[config.mk]
export PLATFORM = sky130hd
export DESIGN_NAME = alternating_bit_client_table
export DESIGN_NICKNAME = d
export VERILOG_FILES = /design/src/rtl/abct_pkg.sv /design/src/rtl/abct_cell.sv /design/src/rtl/alternating_bit_client_table.sv
export SDC_FILE = /design/constraint.sdc
export NUM_CORES = 2
export LEC_CHECK = 0
export ABC_AREA = 0
export BUFFER_PORTS_ARGS = -buffer_cell sky130_fd_sc_hd__buf_2
export CAP_MARGIN = 5
export CORE_MARGIN = 2
export CORE_UTILIZATION = 40
export CTS_CLUSTER_DIAMETER = 50
export DETAILED_ROUTE_END_ITERATION = 12
export SLEW_MARGIN = 20
export SYNTH_ARGS = -nofsm -noshare
export SYNTH_HDL_FRONTEND = slang
export SYNTH_SLANG_ARGS = --single-unit
[constraint.sdc]
create_clock -name clk -period 12.1 [get_ports clk]
set_input_delay 3.63 -clock clk [delete_from_list [all_inputs] [get_ports clk]]
set_output_delay 3.63 -clock clk [all_outputs]
set_load 0.005 [all_outputs]
[src/rtl/abct_pkg.sv]
// Shared types, codes and helpers for the alternating-bit peer table.
package abct_pkg;

	localparam int SLOT_W     = 8;
	localparam int RES_SLOT_W = 4;

	localparam logic [1:0] MODE_RX   = 2'd0;
	localparam logic [1:0] MODE_SEND = 2'd1;
	localparam logic [1:0] MODE_TICK = 2'd2;

	localparam logic [2:0] KIND_ACK     = 3'd0;
	localparam logic [2:0] KIND_DELIVER = 3'd1;
	localparam logic [2:0] KIND_DATA    = 3'd2;
	localparam logic [2:0] KIND_RETX    = 3'd3;
	localparam logic [2:0] KIND_UNKNOWN = 3'd4;
	localparam logic [2:0] KIND_FULL    = 3'd5;

	localparam logic [7:0] HDR_ACK_FLAG  = 8'h80;
	localparam logic [7:0] HDR_DATA_FLAG = 8'h02;

	typedef struct packed {
		logic [1:0]  mode;
		logic [31:0] peer_addr;
		logic [15:0] peer_port;
		logic [7:0]  rx_header;
		logic        remove_after;
	} cmd_t;

	typedef struct packed {
		logic [2:0]            kind;
		logic [31:0]           out_addr;
		logic [15:0]           out_port;
		logic [7:0]            tx_header;
		logic [RES_SLOT_W-1:0] slot;
		logic                  last;
	} res_t;

	// transaction travelling down the row of cells
	typedef struct packed {
		logic              active;
		logic [1:0]        mode;
		logic [31:0]       addr;
		logic [15:0]       port;
		logic              seq;
		logic              is_ack;
		logic              remove;
		logic              hit;
		logic [SLOT_W-1:0] hit_slot;
		logic [1:0]        hit_phase;
		logic              hit_expect;
		logic              free_found;
		logic [SLOT_W-1:0] free_slot;
	} chain_t;

	typedef enum logic [2:0] {
		UPD_INSERT,
		UPD_ACKED,
		UPD_TOGGLE,
		UPD_SENT,
		UPD_REMOVE
	} upd_op_t;

	typedef struct packed {
		logic              en;
		upd_op_t           op;
		logic [SLOT_W-1:0] slot;
		logic [31:0]       addr;
		logic [15:0]       port;
	} upd_t;

	typedef enum logic [1:0] {
		ST_IDLE,
		ST_SCAN,
		ST_SECOND
	} state_t;

	function automatic res_t mk_res(input logic [2:0] kind, input logic [31:0] addr,
			input logic [15:0] port, input logic [7:0] hdr,
			input logic [RES_SLOT_W-1:0] slot, input logic last);
		res_t r;
		r.kind      = kind;
		r.out_addr  = addr;
		r.out_port  = port;
		r.tx_header = hdr;
		r.slot      = slot;
		r.last      = last;
		return r;
	endfunction

	function automatic logic [7:0] data_hdr(input logic seq_bit);
		return HDR_DATA_FLAG | {7'd0, seq_bit};
	endfunction

endpackage

[src/rtl/abct_cell.sv]
// One peer entry of the table: match, free-slot, timer and update logic.
module abct_cell import abct_pkg::*; #(
	parameter int IDX = 0
) (
	input  logic        clk,
	input  logic        arst_n,
	input  chain_t      chain_i,
	input  upd_t        upd,
	input  logic [15:0] limit,
	output chain_t      chain_o,
	output res_t        emit,
	output logic        emit_valid
);

	localparam logic [SLOT_W-1:0] MY_SLOT = SLOT_W'(IDX);

	logic        valid_q;
	logic [31:0] addr_q;
	logic [15:0] port_q;
	logic [1:0]  phase_q;
	logic        expect_q;
	logic        run_q;
	logic [15:0] age_q;

	chain_t      chain_d;
	logic        match;
	logic        tick_here;
	logic        expire;
	logic [15:0] age_inc;
	logic [1:0]  prev_phase;
	logic        upd_here;

	always_comb begin
		match      = valid_q && addr_q == chain_i.addr && port_q == chain_i.port;
		tick_here  = chain_i.active && chain_i.mode == MODE_TICK && valid_q && run_q;
		age_inc    = (age_q == 16'hFFFF) ? age_q : age_q + 16'd1;
		expire     = tick_here && age_inc >= limit;
		prev_phase = phase_q - 2'd1;
		upd_here   = upd.en && upd.slot == MY_SLOT;

		chain_d = chain_i;
		if (chain_i.active && (chain_i.mode == MODE_RX || chain_i.mode == MODE_SEND)) begin
			if (match && !chain_i.hit) begin
				chain_d.hit        = 1'b1;
				chain_d.hit_slot   = MY_SLOT;
				chain_d.hit_phase  = phase_q;
				chain_d.hit_expect = expect_q;
			end
			if (!valid_q && !chain_i.free_found) begin
				chain_d.free_found = 1'b1;
				chain_d.free_slot  = MY_SLOT;
			end
		end

		emit_valid = expire;
		emit       = '0;
		if (expire) begin
			emit = mk_res(KIND_RETX, addr_q, port_q, data_hdr(prev_phase[1]),
				MY_SLOT[RES_SLOT_W-1:0], 1'b0);
		end
	end

	always_ff @(posedge clk or negedge arst_n) begin
		if (!arst_n) begin
			chain_o <= '0;
			valid_q <= 1'b0;
		end else begin
			chain_o <= chain_d;
			if (upd_here) begin
				unique case (upd.op)
					UPD_INSERT: valid_q <= 1'b1;
					UPD_REMOVE: valid_q <= 1'b0;
					default:    valid_q <= valid_q;
				endcase
			end
		end
	end

	always_ff @(posedge clk) begin
		if (tick_here) begin
			age_q <= expire ? 16'd0 : age_inc;
		end
		if (upd_here) begin
			unique case (upd.op)
				UPD_INSERT: begin
					addr_q   <= upd.addr;
					port_q   <= upd.port;
					phase_q  <= 2'd0;
					expect_q <= 1'b1;
					run_q    <= 1'b0;
					age_q    <= 16'd0;
				end
				UPD_ACKED: begin
					run_q   <= 1'b0;
					phase_q <= phase_q + 2'd1;
				end
				UPD_TOGGLE: expect_q <= ~expect_q;
				UPD_SENT: begin
					phase_q <= phase_q + 2'd1;
					run_q   <= 1'b1;
					age_q   <= 16'd0;
				end
				default: ;
			endcase
		end
	end

endmodule

[src/rtl/alternating_bit_client_table.sv]
// Top level of the alternating-bit peer table: command port, cell row, result sequencing.
//
// Command channel: a transaction is taken at a clock edge with start high and busy
// low; cmd carries mode, peer address and port, received header and remove flag.
// Results appear on res for one cycle each, marked by res_valid; res.last flags the
// final result of a command. The receiver cannot stall, none is needed.
// Config channel: cfg_data (retransmit ticks) is written whenever cfg_valid is high;
// cfg_ready is always high. Write only while busy is low.
// Row walk: the command passes the row of PEERS cells, one cell per cycle. The first
// result of a receive or send is registered from the output of the last cell;
// a second result (deliver then ACK) follows in the next cycle. busy falls with the
// last result. A tick streams retransmits in slot order while the walk goes on;
// each is held back until the next expiring cell is reached, and the one marked
// last is registered from the output of the last cell like the other results.
// Commands that yield nothing still walk the whole row before busy falls.
// Reset clears every entry's valid bit and sets the retransmit limit to 1.
module alternating_bit_client_table import abct_pkg::*; #(
	parameter int PEERS = 16
) (
	input  logic        clk,
	input  logic        arst_n,
	input  logic        start,
	output logic        busy,
	input  cmd_t        cmd,
	output logic        res_valid,
	output res_t        res,
	input  logic        cfg_valid,
	output logic        cfg_ready,
	input  logic [15:0] cfg_data
);

	state_t      state_q, state_d;
	chain_t      head_q, head_d;
	res_t        res_q, res_d;
	logic        res_valid_q, res_valid_d;
	res_t        second_q, second_d;
	res_t        pend_q, pend_d;
	logic        pend_v_q, pend_v_d;
	logic [15:0] limit_q;
	logic [15:0] limit_eff;
	upd_t        upd;

	chain_t      links [PEERS+1];
	res_t        emits [PEERS];
	logic        emit_v [PEERS];
	res_t        emit_res;
	logic        emit_any;
	chain_t      tail;
	logic        ack_ok;

	assign cfg_ready = 1'b1;
	assign busy      = state_q != ST_IDLE;
	assign res_valid = res_valid_q;
	assign res       = res_q;
	assign limit_eff = (limit_q == 16'd0) ? 16'd1 : limit_q;
	assign links[0]  = head_q;
	assign tail      = links[PEERS];

	for (genvar i = 0; i < PEERS; i++) begin : g_cell
		abct_cell #(.IDX(i)) u_cell (
			.clk       (clk),
			.arst_n    (arst_n),
			.chain_i   (links[i]),
			.upd       (upd),
			.limit     (limit_eff),
			.chain_o   (links[i+1]),
			.emit      (emits[i]),
			.emit_valid(emit_v[i])
		);
	end

	always_comb begin
		emit_res = '0;
		emit_any = 1'b0;
		for (int i = 0; i < PEERS; i++) begin
			emit_res = emit_res | emits[i];
			emit_any = emit_any | emit_v[i];
		end
	end

	always_comb begin
		state_d     = state_q;
		head_d      = '0;
		res_d       = '0;
		res_valid_d = 1'b0;
		second_d    = second_q;
		pend_d      = pend_q;
		pend_v_d    = pend_v_q;
		upd         = '0;
		ack_ok      = (!tail.seq && tail.hit_phase == 2'd1) ||
			(tail.seq && tail.hit_phase == 2'd3);

		unique case (state_q)
			ST_IDLE: begin
				if (start) begin
					head_d.active = 1'b1;
					head_d.mode   = cmd.mode;
					head_d.addr   = cmd.peer_addr;
					head_d.port   = cmd.peer_port;
					head_d.seq    = cmd.rx_header[0];
					head_d.is_ack = cmd.rx_header[7];
					head_d.remove = cmd.remove_after;
					pend_v_d      = 1'b0;
					state_d       = ST_SCAN;
				end
			end
			ST_SCAN: begin
				if (emit_any) begin
					if (pend_v_q) begin
						res_d       = pend_q;
						res_valid_d = 1'b1;
					end
					pend_d   = emit_res;
					pend_v_d = 1'b1;
				end
				if (tail.active) begin
					state_d   = ST_IDLE;
					upd.addr  = tail.addr;
					upd.port  = tail.port;
					upd.slot  = tail.hit_slot;
					case (tail.mode)
						MODE_RX: begin
							if (tail.hit) begin
								if (tail.is_ack) begin
									if (ack_ok) begin
										upd.en = 1'b1;
										upd.op = UPD_ACKED;
									end
								end else begin
									second_d = mk_res(KIND_ACK, tail.addr, tail.port,
										HDR_ACK_FLAG | {7'd0, tail.seq},
										tail.hit_slot[RES_SLOT_W-1:0], 1'b1);
									res_valid_d = 1'b1;
									if (tail.seq == tail.hit_expect) begin
										upd.en  = 1'b1;
										upd.op  = UPD_TOGGLE;
										res_d   = mk_res(KIND_DELIVER, tail.addr, tail.port,
											8'd0, tail.hit_slot[RES_SLOT_W-1:0], 1'b0);
										state_d = ST_SECOND;
									end else begin
										res_d = second_d;
									end
								end
							end else if (!tail.is_ack) begin
								res_valid_d = 1'b1;
								if (tail.free_found) begin
									upd.en   = 1'b1;
									upd.op   = UPD_INSERT;
									upd.slot = tail.free_slot;
									res_d    = mk_res(KIND_DELIVER, tail.addr, tail.port,
										8'd0, tail.free_slot[RES_SLOT_W-1:0], 1'b0);
									second_d = mk_res(KIND_ACK, tail.addr, tail.port,
										HDR_ACK_FLAG | {7'd0, tail.seq},
										tail.free_slot[RES_SLOT_W-1:0], 1'b1);
									state_d  = ST_SECOND;
								end else begin
									res_d = mk_res(KIND_FULL, tail.addr, tail.port, 8'd0,
										'0, 1'b1);
								end
							end
						end
						MODE_SEND: begin
							res_valid_d = 1'b1;
							if (tail.hit) begin
								upd.en = 1'b1;
								upd.op = tail.remove ? UPD_REMOVE : UPD_SENT;
								res_d  = mk_res(KIND_DATA, tail.addr, tail.port,
									data_hdr(tail.hit_phase[1]),
									tail.hit_slot[RES_SLOT_W-1:0], 1'b1);
							end else begin
								res_d = mk_res(KIND_UNKNOWN, tail.addr, tail.port, 8'd0,
									'0, 1'b1);
							end
						end
						MODE_TICK: begin
							if (pend_v_q) begin
								res_d       = pend_q;
								res_d.last  = 1'b1;
								res_valid_d = 1'b1;
								pend_v_d    = 1'b0;
							end
						end
						default: ;
					endcase
				end
			end
			ST_SECOND: begin
				res_d       = second_q;
				res_valid_d = 1'b1;
				state_d     = ST_IDLE;
			end
			default: state_d = ST_IDLE;
		endcase
	end

	always_ff @(posedge clk or negedge arst_n) begin
		if (!arst_n) begin
			state_q     <= ST_IDLE;
			head_q      <= '0;
			res_valid_q <= 1'b0;
			pend_v_q    <= 1'b0;
			limit_q     <= 16'd1;
		end else begin
			state_q     <= state_d;
			head_q      <= head_d;
			res_valid_q <= res_valid_d;
			pend_v_q    <= pend_v_d;
			if (cfg_valid && cfg_ready) begin
				limit_q <= cfg_data;
			end
		end
	end

	always_ff @(posedge clk) begin
		res_q    <= res_d;
		second_q <= second_d;
		pend_q   <= pend_d;
	end

endmodule

==> run summary <==
Start point of the worst min-delay path: g_cell[12].u_cell.chain_o[22]. The die outline width works out to 499 um. The number of buffers created by CTS was 290; the sink count of the clock tree was 2385. Derived from the worst setup path, the maximum achievable clock frequency is 148 MHz.

The portion of the clock cycle consumed by the worst path in the final layout is 55.7%. Across all layers, the routed design uses 67700 vias. The share of flip-flops with an asynchronous set or reset after synthesis works out to 47.5%. Counting I/O delays and the setup requirement, the final critical path takes 6740 ps. At the later pin of the worst-skew pair, clock insertion delay measures 930 ps.

Across the run, the number of max-cap violations was 0. Along the worst path, the maximum fanout reaches 52. Overall power consumption after layout is estimated at 0.0213 W.

After detailed routing, the number of remaining DRC violations is 2. Hold timing on the final database bottoms out at a slack of 306 ps. The tools report the pin count of the biggest net entering global routing as 172. Including well taps, the total number of placed cells is 10900. Setup repair after global routing left no endpoint under its margin. Once the floorplan was initialized, standard cells occupied 40.3% of the core. The worst path meets setup with 5360 ps of slack. TritonCTS built the clock tree.

The final weighted congestion in routability-driven placement was 1.04. The class of the most critical setup path is flop to flop. Final instance count without filler cells: 11400.

The dominant register cell in the synthesized netlist is sky130_fd_sc_hd__dfrtp_1. The number of cells on the worst reg-to-reg path is 18. Summed over all nets, the half-perimeter wirelength after detailed placement is 275 mm. The number of port buffers is 133. The relative area change from synthesis to final layout was 14.3%. Routed length per instance: 32.2 um. The tools report the number of distinct standard cells referenced by the synthesized netlist as 100. The initialized floorplan defines 181 standard-cell rows. In this run, the number of DRC markers left after iteration 0 of detailed routing was 9441. The H-tree was split into 5 levels. The number of nets in the finished design is 8268. For the pin with the worst max-slew slack, the measured transition is 1240 ps. At the placement stage, the worst setup path has a slack of 5690 ps.

The worst ir drop on vdd came out at 0.140 mV. The run gives 0 as the number of warnings reported in the yosys synthesis log. For this design the ratio of total power to cell area is 190 nW/um^2.

The run gives 7724 as the post-synthesis instance total. The startpoint identified for the worst register-to-register timing path is g_cell[11].u_cell.age_q[3]. The logs give 13 for the number of search-and-repair iterations in the first detailed-routing pass and 249000 um^2 for the area enclosed by the die boundary. The share of the Yosys chip area taken by registers is 64.1%. The root buffer cell was sky130_fd_sc_hd__clkbuf_16. After clock tree synthesis, the setup repair step added 0 buffers.

Counting flops and latches in the post-synthesis netlist gives 2385. The run gives 0 as the final setup violation count. The count of cells resized by post-cts repair is 0, and the via density per instance is 5.96. 146 I/O pins were placed. Hold-critical path endpoint: g_cell[13].u_cell.chain_o[22]. Class of the tightest hold or removal check: flop to flop. Deepest clock path buffer count: 4. STA puts the critical path data required time at 12720 ps. The number of antenna violations at the first check in global routing came out at 18.

A synthesized cell averages 12.7 um^2. The tools report the kind of end point of the critical path as a flop. For the total wirelength of the detailed-routed design, the log shows 366 mm.

The all-layer global routing usage is 28.8%. The relative max-transition margin was 17.0%; the flop-to-flop setup slack was 5360 ps. For the number of hold buffers added after CTS, the log shows 0.

The tools report the endpoint of the lowest-slack register-to-register path as pend_q[41]. The maximum clock skew at final layout is 57.2 ps. Via count of the first global-routing pass: 66400.

The flow ran to the end, but the final reports show violations. After floorplanning, the core was sized to cover 243000 um^2. The synthesized design contains 939 enable-type register cells. Leaving out fill and tap cells, the most frequent cells in the layout are sky130_fd_sc_hd__dfrtp_1 (1129), sky130_fd_sc_hd__edfxtp_1 (939), sky130_fd_sc_hd__xnor2_1 (590). The logs give 0 for the final-report hold violation count and 7360 ps for the data arrival time of the worst path. Once detail routing completed, the nets flagged for antenna violations numbered 0. For the total count of max-transition violations in the final report, the log shows 0. After clock tree synthesis, the clock-pin slew on the worst setup and hold paths is 60 ps. The ratio of cells with drive above 1 in the final layout works out to 11.0%. The tools report the netlist area before placement as 97900 um^2.

Instance count along the most critical hold path: 0. The library cell used most frequently in the layout, excluding fill and tap cells, is sky130_fd_sc_hd__dfrtp_1. The tools report the startpoint type of the worst setup path as a flop.

The global-route wire length before repair is 503 mm, and the die boundary height is 499 um. The analysis attributes to cell leakage a power of 45.4 nW. The summed negative setup slack over all endpoints was 0 ps.

The checks that failed: DRC. Global routing finished with a remaining overflow of 0.
## stage by stage
| stage | util, % | cell area [um^2] |
|---|---|---|
| after global placement | 42.1 | 102000 |
| after detailed placement | 42.1 | 102000 |
| after CTS | 46.0 | 112000 |
| after global routing | 46.0 | 112000 |
| final | 46.0 | 112000 |
| after floorplan | - | 97900 |
## report_power, final
group / total [W] / switching, W / internal, W
Sequential: 0.0102 / 0.000870 / 0.00932
Combinational: 0.00245 / 0.00170 / 0.000754
Clock: 0.00865 / 0.00349 / 0.00516
Total: 0.0213 / 0.00605 / 0.0152
## worst max-delay path: stages (launching register included)
cell	delay, ps
sky130_fd_sc_hd__dfxtp_1	450
sky130_fd_sc_hd__nand4_1	250
sky130_fd_sc_hd__or3_1	470
sky130_fd_sc_hd__or3_1	510
sky130_fd_sc_hd__nor2b_1	270
sky130_fd_sc_hd__nand3_1	150
sky130_fd_sc_hd__xnor2_1	130
sky130_fd_sc_hd__ha_1	260
sky130_fd_sc_hd__a21o_1	180
sky130_fd_sc_hd__a211oi_1	220
sky130_fd_sc_hd__o21ai_0	130
sky130_fd_sc_hd__a21o_1	210
sky130_fd_sc_hd__a221oi_2	590
sky130_fd_sc_hd__nor2_4	50
sky130_fd_sc_hd__buf_4	330
sky130_fd_sc_hd__a222oi_1	1050
sky130_fd_sc_hd__nand4_1	510
sky130_fd_sc_hd__a221oi_1	360
sky130_fd_sc_hd__nand3_1	230
## state kept, by name, indices dropped and copies added (netlist names)
signal and cells:
g_cell.u_cell.chain_o 1042, g_cell.u_cell.addr_q 512, g_cell.u_cell.age_q 256, g_cell.u_cell.port_q 256
res 58, head_q 54, pend_q 54, second_q 53
g_cell.u_cell.phase_q 32, g_cell.u_cell.expect_q 16, g_cell.u_cell.run_q 16, g_cell.u_cell.valid_q 16
limit_q 16, state_q 2, pend_v_q 1, res_valid 1
## synthesized netlist by cell type (31+ instances only)
library cell               number  area, um^2
sky130_fd_sc_hd__inv_1        154         578
sky130_fd_sc_hd__nand2_1      478        1790
sky130_fd_sc_hd__or2_2         76         475
sky130_fd_sc_hd__edfxtp_1     939       28200
sky130_fd_sc_hd__a21o_1        37         278
sky130_fd_sc_hd__o22ai_1       31         194
sky130_fd_sc_hd__dfxtp_1      314        6290
sky130_fd_sc_hd__nor2_1       576        2160
sky130_fd_sc_hd__mux2_2        69         777
sky130_fd_sc_hd__nor2b_1       65         407
sky130_fd_sc_hd__a22oi_1      170        1280
sky130_fd_sc_hd__xor2_1       419        3670
sky130_fd_sc_hd__nand4_1      293        1830
sky130_fd_sc_hd__xnor2_1      591        5180
sky130_fd_sc_hd__o21ai_0      178         891
sky130_fd_sc_hd__nor3_1       103         515
sky130_fd_sc_hd__and3_1       138         863
sky130_fd_sc_hd__buf_2         38         190
sky130_fd_sc_hd__clkbuf_1     231         867
sky130_fd_sc_hd__ha_1         244        3050
sky130_fd_sc_hd__dfrtp_1     1131       28300
sky130_fd_sc_hd__nand2b_1      44         275
sky130_fd_sc_hd__a21oi_1      293        1470
sky130_fd_sc_hd__nand3_1      284        1420
sky130_fd_sc_hd__a221oi_1     118        1030
sky130_fd_sc_hd__a222oi_1     147        1470
sky130_fd_sc_hd__and4_1        36         315
sky130_fd_sc_hd__nor4_1       125         782
## cell type report
class / count / area [um^2]
timing repair buffer: 226 / 1460
tap: 3202 / 4010
antenna: 5 / 12.5
multi-input combinational: 4886 / 33600
fill: 21700 / 131000
clock inverter: 113 / 1100
inverter: 156 / 586
clock buffer: 396 / 8360
sequential: 2385 / 62800
## logic make-up (layout without fill, tap and decap cells)
kind of cell	after synthesis	count (layout)	share of synthesized area (%)
adders and majority gates	244	244	3.12
and+or+nand+nor	2328	2328	12.0
AOI/OAI and AO/OA	1214	1214	8.80
muxes	84	84	0.948
DFF	2385	2385	64.1
buffers and inverters	457	891	1.93
xor gates and xnor gates	1010	1010	9.03
other	2	11	0.00767
## worst max path at each step
stage	from	endpoint	slack, ps	depth (start not counted)
3_5_place_dp	g_cell[11].u_cell.age_q[3]	pend_q[41]	5690	18
3_3_place_gp	g_cell[13].u_cell.age_q[3]	pend_q[41]	5720	18
5_1_grt	g_cell[13].u_cell.age_q[3]	pend_q[41]	5170	18
4_1_cts	g_cell[13].u_cell.age_q[3]	pend_q[41]	5650	18
6_report	g_cell[11].u_cell.age_q[3]	pend_q[41]	5360	18
2_1_floorplan	g_cell[3].u_cell.age_q[4]	res[62]	6510	19
## per-layer routing
metal | up-vias | track usage, % | part of all wire [%]
met5 | - | 0 | 0.0063
met4 | 4 | 18.3 | 7.5
met3 | 809 | 7.64 | 9.7
met2 | 3555 | 44.8 | 46
met1 | 34500 | 35.6 | 37
li1 | 28900 | - | -
Note: power is estimated with default switching activity, not from simulation.
